===== src/qfx_pkg.sv =====
// Shared constants, codes and item types for the Q24.8 fixed-point ALU.
// No dependencies; every other file of the block imports this package.
package qfx_pkg;

   localparam int WORD_BITS = 32;
   localparam int FRAC_BITS = 8;
   localparam int DATA_BITS = 32;
   localparam int OP_BITS   = 4;
   localparam int NUM_BITS  = WORD_BITS + FRAC_BITS;
   localparam int REM_BITS  = WORD_BITS + 1;
   localparam int PROD_BITS = 2 * WORD_BITS;
   localparam int NUM_CELLS = NUM_BITS;

   typedef enum logic [OP_BITS-1:0] {
      OP_ADD     = 4'd0,
      OP_SUB     = 4'd1,
      OP_MUL     = 4'd2,
      OP_DIV     = 4'd3,
      OP_MIN     = 4'd4,
      OP_MAX     = 4'd5,
      OP_INC     = 4'd6,
      OP_DEC     = 4'd7,
      OP_INT2FIX = 4'd8,
      OP_FIX2INT = 4'd9
   } op_type;

   typedef enum logic [1:0] {
      ST_OK       = 2'd0,
      ST_DIV_ZERO = 2'd1,
      ST_SAT      = 2'd2
   } status_type;

   typedef logic signed [WORD_BITS-1:0] word_type;

   typedef struct packed {
      op_type                 op;
      word_type               a;
      word_type               b;
      logic [WORD_BITS-1:0]   mag_a;
      logic [WORD_BITS-1:0]   mag_b;
      logic                   neg;
      logic                   lt;
      logic                   eq;
   } prep_type;

   typedef struct packed {
      op_type                 op;
      word_type               simple;
      logic                   lt;
      logic                   eq;
      logic                   neg;
      logic                   div_zero;
      logic [PROD_BITS-1:0]   prod;
      logic [WORD_BITS-1:0]   divisor;
      logic [NUM_BITS-1:0]    num;
      logic [NUM_BITS-1:0]    quo;
      logic [REM_BITS-1:0]    rem;
   } item_type;

   typedef struct packed {
      op_type                 op;
      word_type               simple;
      logic                   lt;
      logic                   eq;
      logic                   neg;
      logic                   div_zero;
      logic [PROD_BITS-1:0]   mag;
   } fin_type;

   typedef struct packed {
      word_type               result;
      logic                   lt;
      logic                   eq;
      status_type             status;
   } rsp_type;

endpackage


===== src/qfx_rsp_if.sv =====
// Response channel of the fixed-point ALU: valid/ready plus the result item.
// Depends on qfx_pkg.
interface qfx_rsp_if import qfx_pkg::*; ();
   logic                        valid;
   logic                        ready;
   logic signed [DATA_BITS-1:0] result;
   logic                        a_less_than_b;
   logic                        a_equals_b;
   logic [1:0]                  status;

   modport source (output valid, output result, output a_less_than_b, output a_equals_b,
                   output status, input ready);
   modport sink   (input valid, input result, input a_less_than_b, input a_equals_b,
                   input status, output ready);
endinterface


===== src/qfx_finish.sv =====
// Back end: rounding of product and quotient, saturation, result select and
// the output register. Depends on qfx_pkg and qfx_rsp_if.
module qfx_finish import qfx_pkg::*; (
   input  logic       clock,
   input  logic       reset,
   input  logic       up_valid,
   input  item_type   up_item,
   output logic       up_ready,
   qfx_rsp_if.source  rsp
);

   localparam logic [PROD_BITS-1:0] POS_LIMIT = PROD_BITS'((64'd1 << (WORD_BITS - 1)) - 64'd1);
   localparam logic [PROD_BITS-1:0] NEG_LIMIT = PROD_BITS'(64'd1 << (WORD_BITS - 1));
   localparam word_type WORD_MAX = {1'b0, {(WORD_BITS-1){1'b1}}};
   localparam word_type WORD_MIN = {1'b1, {(WORD_BITS-1){1'b0}}};

   logic                   f_valid_ff;
   fin_type                f_ff;
   fin_type                f_in;
   logic                   f_ready;
   logic                   o_valid_ff;
   rsp_type                o_ff;
   rsp_type                o_in;
   logic                   round_up;
   logic [PROD_BITS-1:0]   mul_mag;
   logic [PROD_BITS-1:0]   div_mag;
   word_type               low_mag;
   logic                   sat;

   assign f_ready  = !o_valid_ff || rsp.ready;
   assign up_ready = !f_valid_ff || f_ready;

   always_comb begin
      round_up = {up_item.rem, 1'b0} >= (REM_BITS+1)'(up_item.divisor);
      mul_mag  = (up_item.prod >> FRAC_BITS) + PROD_BITS'(up_item.prod[FRAC_BITS-1]);
      div_mag  = PROD_BITS'(up_item.quo) + PROD_BITS'(round_up);
      f_in.op       = up_item.op;
      f_in.simple   = up_item.simple;
      f_in.lt       = up_item.lt;
      f_in.eq       = up_item.eq;
      f_in.neg      = up_item.neg;
      f_in.div_zero = up_item.div_zero;
      f_in.mag      = (up_item.op == OP_DIV) ? div_mag : mul_mag;
   end

   always_comb begin
      low_mag     = f_ff.mag[WORD_BITS-1:0];
      sat         = f_ff.neg ? (f_ff.mag > NEG_LIMIT) : (f_ff.mag > POS_LIMIT);
      o_in.lt     = f_ff.lt;
      o_in.eq     = f_ff.eq;
      o_in.result = f_ff.simple;
      o_in.status = ST_OK;
      case (f_ff.op)
         OP_MUL, OP_DIV: begin
            if (f_ff.op == OP_DIV && f_ff.div_zero) begin
               o_in.result = '0;
               o_in.status = ST_DIV_ZERO;
            end else if (sat) begin
               o_in.result = f_ff.neg ? WORD_MIN : WORD_MAX;
               o_in.status = ST_SAT;
            end else begin
               o_in.result = f_ff.neg ? -low_mag : low_mag;
            end
         end
         default: begin
            o_in.result = f_ff.simple;
         end
      endcase
   end

   always_ff @(posedge clock) begin
      if (reset) begin
         f_valid_ff <= 1'b0;
         o_valid_ff <= 1'b0;
      end else begin
         if (up_ready) f_valid_ff <= up_valid;
         if (f_ready) o_valid_ff <= f_valid_ff;
      end
      if (up_ready && up_valid) f_ff <= f_in;
      if (f_ready && f_valid_ff) o_ff <= o_in;
   end

   assign rsp.valid         = o_valid_ff;
   assign rsp.result        = DATA_BITS'(o_ff.result);
   assign rsp.a_less_than_b = o_ff.lt;
   assign rsp.a_equals_b    = o_ff.eq;
   assign rsp.status        = o_ff.status;

endmodule


===== src/flat_wrapper.sv =====
// flat-port wrapper written by rule: the top's interface ports become plain ports
module qfx_finish_flat import qfx_pkg::*;
  (clock, reset, up_valid, up_item, up_ready, rsp_valid, rsp_result, rsp_a_less_than_b, rsp_a_equals_b, rsp_status, rsp_ready);
  qfx_rsp_if rsp_i ();
  input  logic clock;
  input  logic reset;
  input  logic up_valid;
  input  item_type up_item;
  output logic up_ready;
  output wire logic [$bits(rsp_i.valid)-1:0] rsp_valid;
  output wire logic [$bits(rsp_i.result)-1:0] rsp_result;
  output wire logic [$bits(rsp_i.a_less_than_b)-1:0] rsp_a_less_than_b;
  output wire logic [$bits(rsp_i.a_equals_b)-1:0] rsp_a_equals_b;
  output wire logic [$bits(rsp_i.status)-1:0] rsp_status;
  input wire logic [$bits(rsp_i.ready)-1:0] rsp_ready;
  assign rsp_valid = rsp_i.valid;
  assign rsp_result = rsp_i.result;
  assign rsp_a_less_than_b = rsp_i.a_less_than_b;
  assign rsp_a_equals_b = rsp_i.a_equals_b;
  assign rsp_status = rsp_i.status;
  assign rsp_i.ready = rsp_ready;
  qfx_finish u_core (.clock(clock), .reset(reset), .up_valid(up_valid), .up_item(up_item), .up_ready(up_ready), .rsp(rsp_i));
endmodule

===== config.mk =====
export PLATFORM = sky130hd
export DESIGN_NAME = qfx_finish_flat
export DESIGN_NICKNAME = d
export VERILOG_FILES = /design/src/qfx_pkg.sv /design/src/qfx_rsp_if.sv /design/src/qfx_finish.sv /design/src/flat_wrapper.sv
export SDC_FILE = /design/constraint.sdc
export NUM_CORES = 1
export LEC_CHECK = 0
export ABC_AREA = 1
export BUFFER_PORTS_ARGS = -buffer_cell sky130_fd_sc_hd__buf_2
export CAP_MARGIN = 40
export CORE_MARGIN = 4
export CORE_UTILIZATION = 58
export DETAILED_ROUTE_END_ITERATION = 10
export PLACE_DENSITY = 0.95
export SLEW_MARGIN = 5
export SYNTH_ARGS = -nofsm -noshare
export SYNTH_HDL_FRONTEND = slang
export SYNTH_SLANG_ARGS = --single-unit

===== constraint.sdc =====
create_clock -name clock -period 4.5 [get_ports clock]
set_clock_uncertainty 0.15 [all_clocks]
set_input_delay 0 -clock clock [delete_from_list [all_inputs] [get_ports clock]]
set_output_delay 0 -clock clock [all_outputs]
set_load 0.05 [all_outputs]

# Word-level counts from Yosys, hierarchy flattened
# Index checks and enable logic that the tools add are counted.
[classes]
add_sub_neg = 3
order_cmp = 3
eq_ne = 3
n_mux = 9
bitwise_logic = 1
n_reduce_logical = 9
[ops]
columns = ["operator", "n"]
rows = [
  ["$mux W32", 5],
  ["$gt A64 B31 Y1 const B", 1],
  ["$gt A64 B32 Y1 const B", 1],
  ["$mux W64", 1],
  ["$add A56 B1 Y57", 1],
  ["$add A40 B1 Y41", 1],
  ["$ge A34 B32 Y1", 1],
  ["$neg A32 Y32", 1],
  ["$eq A4 B2 Y1 const B", 3],
  ["$reduce_or A2 Y1", 2],
  ["$logic_and A1 B1 Y1", 3],
  ["$logic_not A1 Y1", 2],
  ["$logic_or A1 B1 Y1", 2],
  ["$mux W1", 2],
  ["$mux W2", 1],
  ["$not A1 Y1", 1],
]
[totals]
ff_bits = 142
input_bits = 253
out_inout_bits = 38
wordCells = 42

# Logic depth before layout (Yosys ltp)
# Gate-level depths: netlist (run 1).
[logic_depth]
depth_word = 5
mapped_depth = 20
depth_no_buf = 20

# Worst setup path before layout (run 1)
# OpenSTA, ideal clock, no wires.
[synth_path]
path_type = "flip-flop to flip-flop"
from = "register u_core.o_valid_ff, in the netlist u_core.rsp.valid"
to = "register u_core.f_ff[0] in the netlist's numbering (enable)"
setup_ps = 450
arrival_ps = 3051
required_ps = 3900
slack_ps = 849
stages_incl_launch_ff = 4
path_buffers = 0
synth_period_minus_slack_ps = 3651
path_cell_list = "dfxtp_1 nand3_1 nand2_1 inv_1"
[synth_between]
elab_chain_cells = 4
[synth_rtl]
columns = ["item", "line", "text"]
rows = [
  ["start, declared", "qfx_finish.sv:21", "logic o_valid_ff;"],
  ["start signal, assigned", "qfx_finish.sv:77", "if (f_ready) o_valid_ff <= f_valid_ff;"],
  ["$logic_not A1 Y1", "qfx_finish.sv:30", "assign f_ready = !o_valid_ff || rsp.ready;"],
  ["$logic_or A1 B1 Y1", "qfx_finish.sv:30", ""],
  ["$logic_or A1 B1 Y1", "qfx_finish.sv:31", "assign up_ready = !f_valid_ff || f_ready;"],
  ["via up_ready", "flat_wrapper.sv:9", "output logic up_ready;"],
  ["$logic_and A1 B1 Y1", "qfx_finish.sv:79", "if (up_ready && up_valid) f_ff <= f_in;"],
  ["end signal, assigned", "qfx_finish.sv:79", ""],
  ["end, declared", "qfx_finish.sv:18", "fin_type f_ff;"],
]
# The timed path passes the listed nets, and every way through them passes these cells.
# A chain may end at the register's enable or synchronous reset.

==> summary.md, run 1 <==
| Metric | Value |
|---|---|
| Status | finished clean |
| Vias in the first global route | 10942 |
| Worst-Margin Slew | 0.828 ns |
| CTS buffer count | 17 |
| Fmax achieved | 321 MHz |
| Most frequent cells in the layout | nand2_1 (407), buf_2 (243), nor2_1 (215), inv_1 (159), edfxtp_1 (133) |
| Total GRT Usage | 0.336 |
| Leak Pwr | 0.00589 uW |
| Final slew viol count | 0 |
| Clock Tree Root | clkbuf_16 |
| IO Pins | 291 |
| Clock insertion delay at the later pin of the skew report | 0.42 ns |
| CP Data Required Time | 4.51 ns |
| Synthesized-area fraction occupied by adder cells | 0.0449 |
| Post-CTS setup buffer count | 0 |
| Distinct cells, synth | 43 |
| Final-layout fill cell count | 1161 |
| Post-Syn Area | 0.0100 mm^2 |
| Max Root-Sink Buffers | 2 |
| Critical path launch point type | input pin |
| Ys async rst share | 0 |
| Hold slack final | 0.00764 ns |
| Die W | 139 um |
| Kind of critical path | in -> reg |
| WL/cell | 17.1 um |
| Initial DRC count | 1124 |
| Post-synth top flop | edfxtp_1 |
| Initial Util | 0.598 |
| Cell count after synthesis | 1374 |
| GP Congestion | 1.00 |
| DR DRC count | 0 |
| Area grow syn2layout | 31.1% |
| Crit end category | register |
| Main combinational cell family by area after synthesis | simple AND/OR/NAND/NOR gates |
| Core Util, Final | 0.785 |
| First-pass GRT wire length | 52600 um |
| DRT Wirelength | 33600 um |
| Largest stage delay on the critical path | 0.57 ns |
| Final hold violations | 0 |
| Total negative slack | 0 ns |
| Core area | 0.0168 mm^2 |
| Crit Path Max Fanout | 5 |
| Most common cell on crit path | nand2_1 |
| # hold bufs at CTS | 102 |
| Initial antenna violation count | 0 |
| Synth Area in Compound Gates | 0.0593 |
| Commonest non-fill, non-tap cell in the layout | nand2_1 |
| Min-Delay Path Class | in -> reg |
| Maximum number of pins on one net before global-route repair | 57 |
| Layout cells sized above 1 | 0.187 |
| Resized Gates After CTS | 0 |
| Area post-placement | 0.0115 mm^2 |
| Slew headroom | 0.448 |
| Yosys warnings | 0 |
| Cell Rows | 47 |
| Worst-path clk slew | 0.07 ns |
| Post-synthesis mux area share | 0 |
| Die Y | 139 um |
| GRT Residual Overflow | 0 |
| I/O Buffers | 243 |
| Die ar. | 0.0195 mm^2 |
| Seq/Total Area, Yosys | 0.402 |
| CTS HTree Levels | 4 |
| RSZ-0062 raised after global routing | false |
| CTS tree | yes |
| Post-route ant nets | 0 |
| CP cell instances | buf_2 > ha_1 > nand2_1 > nor2_1 > nand4_1 > nor2_1 > o2111ai_1 > nand3_1 > ha_1 > nand2_2 > nor2_1 > nand2_1 > nor2_1 > nand2_1 > xnor2_1 > nand2_1 > nand2_1 > dlygate4sd3_1 |
| Vias post-DR | 11129 |
| Arr. time, crit path | 3.13 ns |
| Clock sink total | 135 |
| Pwr dens | 274 mW/mm^2 |
| Vias per cell | 5.68 |
| Avg Inst Size Synth | 7.30 um^2 |
| # nets final | 2013 |
| Simple-gate area share of the yosys netlist | 0.357 |
| HPWL after detailed placement | 25700 um |
| Syn_nets | 1663 |
| Worst VDD drop | 0.000293 V |
| Critical-path cell with the highest stage delay | dlygate4sd3_1 |
| First-pass DRT Iterations | 6 |
| Tcrit/Tclk final | 0.692 |
| Post-Synth XOR/XNOR Area | 0.0646 |
| Fin area | 0.0132 mm^2 |
| Max-cap viol count | 0 |
| Period minus WS final | 3.12 ns |
| # setup viols final | 0 |
| Seq cells post-synth | 135 |
| Post-synth EDFFs | 133 |
## metrics by stage
stage	worst slack, ns	total power, uW	std cells
after floorplan	0.849	1880	1374
after global placement	1.57	2090	1821
after detailed placement	1.49	2120	1823
after CTS	1.49	3590	1957
after global routing	1.24	3740	1957
final	1.38	3610	1960
## cells in the mapped netlist (3+ instances only)
library cell,number,share of area
a21oi_1,32,0.016
buf_1,3,0.0011
buf_2,6,0.0030
clkbuf_1,10,0.0037
edfxtp_1,133,0.40
ha_1,36,0.045
inv_1,160,0.060
nand2_1,407,0.15
nand2_2,8,0.0050
nand3_1,84,0.042
nand3b_1,5,0.0037
nand4_1,36,0.022
nor2_1,215,0.080
nor2_2,13,0.0081
nor2_4,8,0.0090
nor3_1,46,0.023
nor3_2,3,0.0030
o21a_1,3,0.0022
o21ai_0,42,0.021
o21ai_1,22,0.011
o32ai_1,3,0.0026
xnor2_1,24,0.021
xor2_1,50,0.044
## cell type report
class | instances | area (um^2) | share of cell area
flip-flops and latches | 135 | 4030 | 0.307
diodes | 3 | 7.51 | 0.000571
repair buffers | 353 | 2330 | 0.177
clock buffers | 17 | 425 | 0.0324
multi-input cells | 1054 | 5280 | 0.402
well taps | 220 | 275 | 0.0209
clock inverters | 15 | 181 | 0.0138
inverters | 163 | 613 | 0.0466
## flip-flops by register name (all words and copies together), names as in the netlist
register / cells
u_core.f_ff: 97
u_core.rsp.result: 32
u_core.rsp.status: 2
u_core.f_valid_ff: 1
u_core.rsp.a_equals_b: 1
u_core.rsp.a_less_than_b: 1
u_core.rsp.valid: 1
## per-layer routing
metal  vias up  GRT usage  wire length (um)
met3       163     0.0569              3370
li1       5201          -                 -
met1      4974      0.404             12300
met5         -          0                 0
met2       791      0.581             16000
met4         0      0.171              1900
## critical path: cells and delay by family
kind / cells / cell delay, ns
AND/OR/NAND/NOR: 12 / 1.70
buffers and inverters: 2 / 0.67
adder cells (fa/ha/maj): 2 / 0.47
AO/OA/AOI/OAI: 1 / 0.15
XOR/XNOR: 1 / 0.13
## power by group
group / internal, uW / switching, uW / total [uW]
Combinational: 265 / 412 / 677
Clock: 842 / 568 / 1410
Sequential: 1480 / 42.8 / 1520
## logic make-up (layout without fill, tap and decap cells)
kind of cell	after synthesis	in the layout
compound gates	110	110
xor+xnor	74	74
fa+ha+maj	36	36
buf+inv	185	548
flops	135	135
other cells	0	3
simple gates	834	834
## worst paths after layout
path	end	depth (start not counted)	startpoint	slack [ns]
setup reg to reg	u_core.rsp.result[26]$_DFFE_PP_	9	u_core.f_ff[1]$_DFFE_PP_	1.80
setup / recovery	u_core.f_ff[31]$_DFFE_PP_	18	up_item[24]	1.38
hold / removal	u_core.f_ff[40]$_DFFE_PP_	5	up_item[193]	0.008
hold reg to reg	u_core.rsp.a_less_than_b$_DFFE_PP_	0	u_core.f_ff[67]$_DFFE_PP_	0.28
No activity file was read; power rests on OpenSTA's default activity.
==> inputs of run 2 (changes only) <==
--- a/config.mk
+++ b/config.mk
@@ -5,13 +5,13 @@
 export SDC_FILE = /design/constraint.sdc
 export NUM_CORES = 1
 export LEC_CHECK = 0
-export ABC_AREA = 1
+export ABC_AREA = 0
 export BUFFER_PORTS_ARGS = -buffer_cell sky130_fd_sc_hd__buf_2
 export CAP_MARGIN = 40
 export CORE_MARGIN = 4
-export CORE_UTILIZATION = 58
+export CORE_UTILIZATION = 46
 export DETAILED_ROUTE_END_ITERATION = 10
-export PLACE_DENSITY = 0.95
+export PLACE_DENSITY = 0.87
 export SLEW_MARGIN = 5
 export SYNTH_ARGS = -nofsm -noshare
 export SYNTH_HDL_FRONTEND = slang
==> constraint.sdc (replaced) <==
create_clock -name clock -period 2.8 [get_ports clock]
set_clock_uncertainty 0.15 [all_clocks]
set_input_delay 0 -clock clock [delete_from_list [all_inputs] [get_ports clock]]
set_output_delay 0 -clock clock [all_outputs]
set_load 0.05 [all_outputs]
==> run 2 against run 1 <==
Against the previous run:
- the flow now finishes with violations (setup timing)
- register-to-register slack worse by 1.6 ns
- power up 56%
- die area grew 6.9%
- global-route usage fell by 8.5 points
- combinational power is 55% higher
- via count shrank 25%
- synthesized cell count down 39%
- critical endpoint is now u_core.f_ff[30]$_DFFE_PP_
- largest power group unchanged
==> summary.md, run 2 <==
| Metric | Value |
|---|---|
| Worst-Margin Slew | 0.580 ns |
| Worst-path clk slew | 0.06 ns |
| WL/cell | 18.3 um |
| Largest stage delay on the critical path | 0.28 ns |
| Synth cell count leaders | edfxtp_1 (133), nand2_1 (114), xnor2_1 (60) |
| Vias per cell | 5.55 |
| Tot Pwr | 5630 uW |
| R2R Setup Slk | 0.20 ns |
| HPWL after detailed placement | 17600 um |
| Final hold violations | 0 |
| Total GRT Usage | 0.252 |
| HP Start | up_item[168] |
| RR Startpoint | u_core.f_ff[12]$_DFFE_PP_ |
| Fmax achieved | 330 MHz |
| Initial antenna violation count | 2 |
| First-pass GRT wire length | 41300 um |
| # nets final | 1554 |
| Post-synth EDFFs | 133 |
| Worst r2r dst | u_core.rsp.result[9]$_DFFE_PP_ |
| Most frequent cells in the layout | buf_2 (230), dlygate4sd3_1 (151), edfxtp_1 (133), nand2_1 (113) |
| Max Root-Sink Buffers | 2 |
| Yosys warnings | 0 |
| DR DRC count | 0 |
| Leak Pwr | 0.00516 uW |
| Top delay family on crit path | simple AND/OR/NAND/NOR gates |
| Cell Rows | 49 |
| Synth top area cells | edfxtp_1 (47%), xnor2_1 (6.2%), xor2_1 (6.1%), ha_1 (5.3%), nand2_1 (5.0%) |
| Hold Crit Endpoint | u_core.f_ff[15]$_DFFE_PP_ |
| Syn_nets | 1123 |
| Slew headroom | 0.610 |
| Multi-input gate area | 0.00451 mm^2 |
| Clock Tree Root | clkbuf_16 |
| Vias post-DR | 8376 |
| Max-cap viol count | 0 |
| Post-Syn Area | 0.00853 mm^2 |
| Max FFs per register | 97 |
| Cell count after synthesis | 834 |
| Maximum number of pins on one net before global-route repair | 81 |
| Vias in the first global route | 8595 |
| Die ar. | 0.0208 mm^2 |
| GRT Residual Overflow | 0 |
| Kind of critical path | in -> reg |
| RSZ-0062 raised after global routing | true |
| Avg Inst Size Synth | 10.2 um^2 |
| Initial DRC count | 624 |
| Critical path launch point type | input pin |
| Distinct cells, synth | 64 |
| # setup viols final | 18 |
| DP Worst Slack | -0.636 ns |
| CTS HTree Levels | 4 |
| Post-synth top flop | edfxtp_1 |
| Final slew viol count | 0 |
| Most common cell in the netlist | edfxtp_1 |
| Ys async rst share | 0 |
| Layout cells sized above 1 | 0.298 |
| Arr. time, crit path | 3.03 ns |
| Min-Delay Path Class | in -> reg |
| Crit path depth | 19 |
| Die Y | 144 um |
| Critical-path cell with the highest stage delay | xor2_1 |
| CTS tree | yes |
| Failing checks | setup timing |
| Worst VDD drop | 0.000414 V |
| IO Pins | 291 |
| Commonest non-fill, non-tap cell in the layout | buf_2 |
| CP Data Required Time | 2.80 ns |
| Area grow syn2layout | 49.5% |
| CP cell instances | buf_6 > inv_4 > ha_4 > nand4_1 > buf_4 > nor2_1 > a221oi_1 > o211ai_1 > a31oi_1 > o31ai_2 > ha_2 > and4_4 > nand3_4 > buf_4 > nor2_2 > buf_6 > nand4_1 > xor2_1 > mux2i_1 |
| Yosys top cell area share | 0.468 |
| Core area | 0.0181 mm^2 |
| Worst Path Buf+Inv | 5 |
| Largest register by flop count | u_core.f_ff |
| Seq cells post-synth | 135 |
| Pwr dens | 442 mW/mm^2 |
| Worst setup slack after layout | -0.233 ns |
| First-pass DRT Iterations | 5 |
| Final-layout fill cell count | 1252 |
| Clock sink total | 135 |
| Period minus WS final | 3.03 ns |
| Crit Path Max Fanout | 7 |
| GP Congestion | 0.868 |
| Die W | 144 um |
| Post-route ant nets | 0 |
| I/O Buffers | 243 |
| Status | finished, violations left |
| Synth area leader | edfxtp_1 |
| CTS buffer count | 17 |
| Seq/Total Area, Yosys | 0.473 |
| Total negative slack | -1.86 ns |
| Worst Reg2Reg Path Length in Cells | 7 |
| Tcrit/Tclk final | 1.08 |
| Crit end category | register |
| Register area | 0.00403 mm^2 |
| Initial Util | 0.472 |
| DRT Wirelength | 27600 um |
| Clock insertion delay at the later pin of the skew report | 0.42 ns |
| Hold Path Depth | 3 |
-- run 2: worst register-to-register path, cell delays in order, from the launching register on --
cell and delay [ns]:
edfxtp_1 0.48, nor4_2 0.46, nand3b_1 0.23, o41ai_2 0.36, nand2b_1 0.08, buf_4 0.23
nand2b_1 0.18, a22o_1 0.20
-- run 2: cells by family after synthesis --
logic type | count (synthesis) | share of synthesized area
AO/OA/AOI/OAI | 112 | 0.0799
XOR/XNOR | 119 | 0.122
adder cells (fa/ha/maj) | 36 | 0.0528
buffers and inverters | 62 | 0.0317
flip-flops | 135 | 0.473
multiplexers | 20 | 0.0238
AND/OR/NAND/NOR | 350 | 0.217
-- run 2: area by class of cell --
type                       count  area share
timing repair buffer         437       0.251
antenna                        3    0.000589
clock buffer                  18      0.0336
tap                          229      0.0225
sequential                   135       0.316
clock inverter                13      0.0103
multi-input combinational    637       0.353
inverter                      37      0.0127
-- run 2: repair_timing --
action                                  CTS  global route
endpoints found under the setup margin    5            36
setup buffers                             5             4
hold buffers                            151             0
endpoints found under the hold margin   104             0
resized for setup                        11            38
pin swaps                                13            21
-- run 2: worst max path at each step --
stage                            start                         to
after global routing      up_item[138]  u_core.f_ff[30]$_DFFE_PP_
after floorplan           up_item[132]  u_core.f_ff[35]$_DFFE_PP_
after detailed placement  up_item[132]  u_core.f_ff[38]$_DFFE_PP_
final                     up_item[138]  u_core.f_ff[30]$_DFFE_PP_
after CTS                 up_item[134]  u_core.f_ff[38]$_DFFE_PP_
after global placement    up_item[132]  u_core.f_ff[35]$_DFFE_PP_
-- run 2: where the power goes --
part | internal (uW) | switching, uW
Clock | 1300 | 846
Combinational | 506 | 544
Sequential | 2370 | 71.6
Total | 4170 | 1460
-- run 2: routing by layer --
metal / GRT usage / routed length [um]
met1: 0.299 / 10500
met2: 0.438 / 13800
met3: 0.0615 / 2170
met4: 0.102 / 1070
met5: 0 / 13
-- run 2: per-stage QoR --
| stage | cell area (um^2) | util | hold WS [ns] | cells |
|---|---|---|---|---|
| 2_1_floorplan | 8650 | - | -0.0776 | 834 |
| 3_3_place_gp | 10300 | 0.571 | 0.0257 | 1315 |
| 3_5_place_dp | 10300 | 0.571 | 0.0287 | 1315 |
| 4_1_cts | 12500 | 0.691 | 0.00967 | 1502 |
| 5_1_grt | 12700 | 0.705 | 0.0317 | 1507 |
| 6_report | 12800 | 0.705 | 0.0170 | 1509 |
==> inputs of run 3 (changes only) <==
--- a/config.mk
+++ b/config.mk
@@ -8,8 +8,8 @@
 export ABC_AREA = 0
 export BUFFER_PORTS_ARGS = -buffer_cell sky130_fd_sc_hd__buf_2
 export CAP_MARGIN = 40
-export CORE_MARGIN = 4
 export CORE_UTILIZATION = 46
+export CTS_BUF_LIST = sky130_fd_sc_hd__clkbuf_16
 export DETAILED_ROUTE_END_ITERATION = 10
 export PLACE_DENSITY = 0.87
 export SLEW_MARGIN = 5
==> run 3 against run 2 <==
Against the previous run:
- critical path type unchanged
- the flow finishes with violations (DRC, setup timing)
- power increased by 1.7%
- first-iteration DRC count is 4.3% lower
- sequential power barely moved
- clock power is 5% higher
- worst hold slack gained 0.026 ns
- fmax grew 2.0%
- non-clock buffer count grew 4
==> summary.md, run 3 (same netlist as run 2, synthesis figures left out) <==
| Metric | Value |
|---|---|
| Status | finished, violations left |
| Failing checks | DRC, setup timing |
| RSZ-0062 raised after global routing | true |
| Initial Util | 0.472 |
| Max Root-Sink Buffers | 2 |
| Die Y | 138 um |
| Maximum number of pins on one net before global-route repair | 81 |
| Worst setup startpoint | up_item[134] |
| Initial DRC count | 597 |
| Crit path to | u_core.f_ff[34]$_DFFE_PP_ |
| Tcrit/Tclk final | 1.06 |
| Tot Pwr | 5730 uW |
| Pwr dens | 451 mW/mm^2 |
| Clock Tree Root | clkbuf_16 |
| Fmax achieved | 336 MHz |
| Kind of critical path | in -> reg |
| Core area | 0.0181 mm^2 |
| Die W | 138 um |
| # nets final | 1558 |
| First-pass GRT wire length | 42000 um |
| # setup viols final | 6 |
| Commonest non-fill, non-tap cell in the layout | buf_2 |
| Most frequent cells in the layout | buf_2 (236), dlygate4sd3_1 (154), edfxtp_1 (133), nand2_1 (114), xor2_1 (58) |
| Leak Pwr | 0.00516 uW |
| Cell Rows | 49 |
| Crit Path Max Fanout | 5 |
| GP Congestion | 0.855 |
| HPWL after detailed placement | 16900 um |
| DP Worst Slack | -0.651 ns |
| Core Util, Final | 0.703 |
| Total negative slack | -0.354 ns |
| CP Data Required Time | 2.80 ns |
| Worst-Margin Slew | 0.595 ns |
| DRT Wirelength | 27000 um |
| Vias in the first global route | 8515 |
| Slew headroom | 0.600 |
| Period minus WS final | 2.97 ns |
| Total GRT Usage | 0.280 |
| Final hold violations | 0 |
| Initial antenna violation count | 1 |
| Critical path launch point type | input pin |
| RR Startpoint | u_core.f_ff[18]$_DFFE_PP_ |
| DR DRC count | 24 |
| CTS tree | yes |
| Largest register by flop count | u_core.f_ff |
| Max-cap viol count | 0 |
| GRT Residual Overflow | 0 |
| Hold Path Depth | 2 |
| Worst setup slack after layout | -0.174 ns |
| Worst Reg2Reg Path Length in Cells | 7 |
| WL/cell | 17.9 um |
| I/O Buffers | 243 |
| Post-route ant nets | 0 |
| R2R Setup Slk | 0.16 ns |
| Min-Delay Path Class | in -> reg |
| Worst-path clk slew | 0.06 ns |
| Area grow syn2layout | 49.0% |
| Crit end category | register |
| Hold slack final | 0.0426 ns |
| Max FFs per register | 97 |
| First-pass DRT Iterations | 9 |
| Die ar. | 0.0191 mm^2 |
| IO Pins | 291 |
| Clock insertion delay at the later pin of the skew report | 0.43 ns |
| CTS buffer count | 17 |
| Vias post-DR | 8341 |
| Arr. time, crit path | 2.97 ns |
| CTS HTree Levels | 4 |
| Final-layout fill cell count | 1227 |
| Clock sink total | 135 |
| Layout cells sized above 1 | 0.295 |
| Worst r2r dst | u_core.rsp.result[7]$_DFFE_PP_ |
| Vias per cell | 5.52 |
| Final slew viol count | 0 |
| Worst VDD drop | 0.000447 V |
run 3: worst min-delay path by stage:
stage | from | slack [ns] | end
after detailed placement | reset | 0.03 | u_core.f_valid_ff$_SDFFE_PP0N_
final | up_valid | 0.04 | u_core.f_ff[90]$_DFFE_PP_
after global placement | reset | 0.03 | u_core.f_valid_ff$_SDFFE_PP0N_
after floorplan | reset | -0.08 | u_core.f_valid_ff$_SDFFE_PP0N_
after CTS | up_valid | 0.03 | u_core.f_ff[90]$_DFFE_PP_
after global routing | up_valid | 0.05 | u_core.f_ff[90]$_DFFE_PP_
run 3: area by class of cell:
| type | instances | area (um^2) | area share |
|---|---|---|---|
| multi-input combinational | 637 | 4450 | 0.350 |
| sequential | 135 | 4030 | 0.317 |
| timing repair buffer | 441 | 3190 | 0.251 |
| clock buffer | 17 | 425 | 0.0335 |
| tap | 229 | 287 | 0.0225 |
| clock inverter | 14 | 159 | 0.0125 |
| inverter | 37 | 159 | 0.0125 |
| antenna | 1 | 2.50 | 0.000197 |
run 3: worst max-delay path, cell delays in order:
cell	delay [ns]
buf_6	0.07
inv_4	0.03
ha_4	0.26
nand4_1	0.14
nor4_2	0.35
nand2_1	0.09
o211ai_1	0.09
a31oi_1	0.08
o31ai_2	0.24
ha_2	0.23
and4_4	0.23
nand3_4	0.08
or4_4	0.59
nor2_4	0.24
xnor2_2	0.14
mux2i_1	0.12
run 3: repair_timing:
| action | in CTS | in global routing |
|---|---|---|
| setup endpoints to repair | 18 | 55 |
| pin swaps | 10 | 20 |
| endpoints found under the hold margin | 99 | 1 |
| setup buffers | 2 | 4 |
| gates resized for setup | 13 | 20 |
| gates cloned | 0 | 0 |
| hold buffers | 154 | 1 |
run 3: report_power, final:
group	internal, uW	total [uW]	switching [uW]
clock	1390	2250	866
sequential	2370	2440	71.5
combinational	495	1040	540
total	4250	5730	1480
run 3: metal layers:
| layer | part of all wire | global-route usage | vias up | wire length (um) |
|---|---|---|---|---|
| met3 | 0.079 | 0.0707 | 118 | 2130 |
| li1 | - | - | 3913 | - |
| met1 | 0.38 | 0.321 | 3819 | 10200 |
| met4 | 0.048 | 0.149 | 0 | 1300 |
| met2 | 0.50 | 0.484 | 491 | 13400 |
| met5 | 0 | 0 | - | 0 |
run 3: metrics by stage:
| step | instance area, um^2 | cells |
|---|---|---|
| CTS | 12600 | 1506 |
| global route | 12700 | 1511 |
| detailed placement | 10400 | 1319 |
| global placement | 10400 | 1319 |
| floorplan | 8650 | 834 |
| finish | 12700 | 1511 |
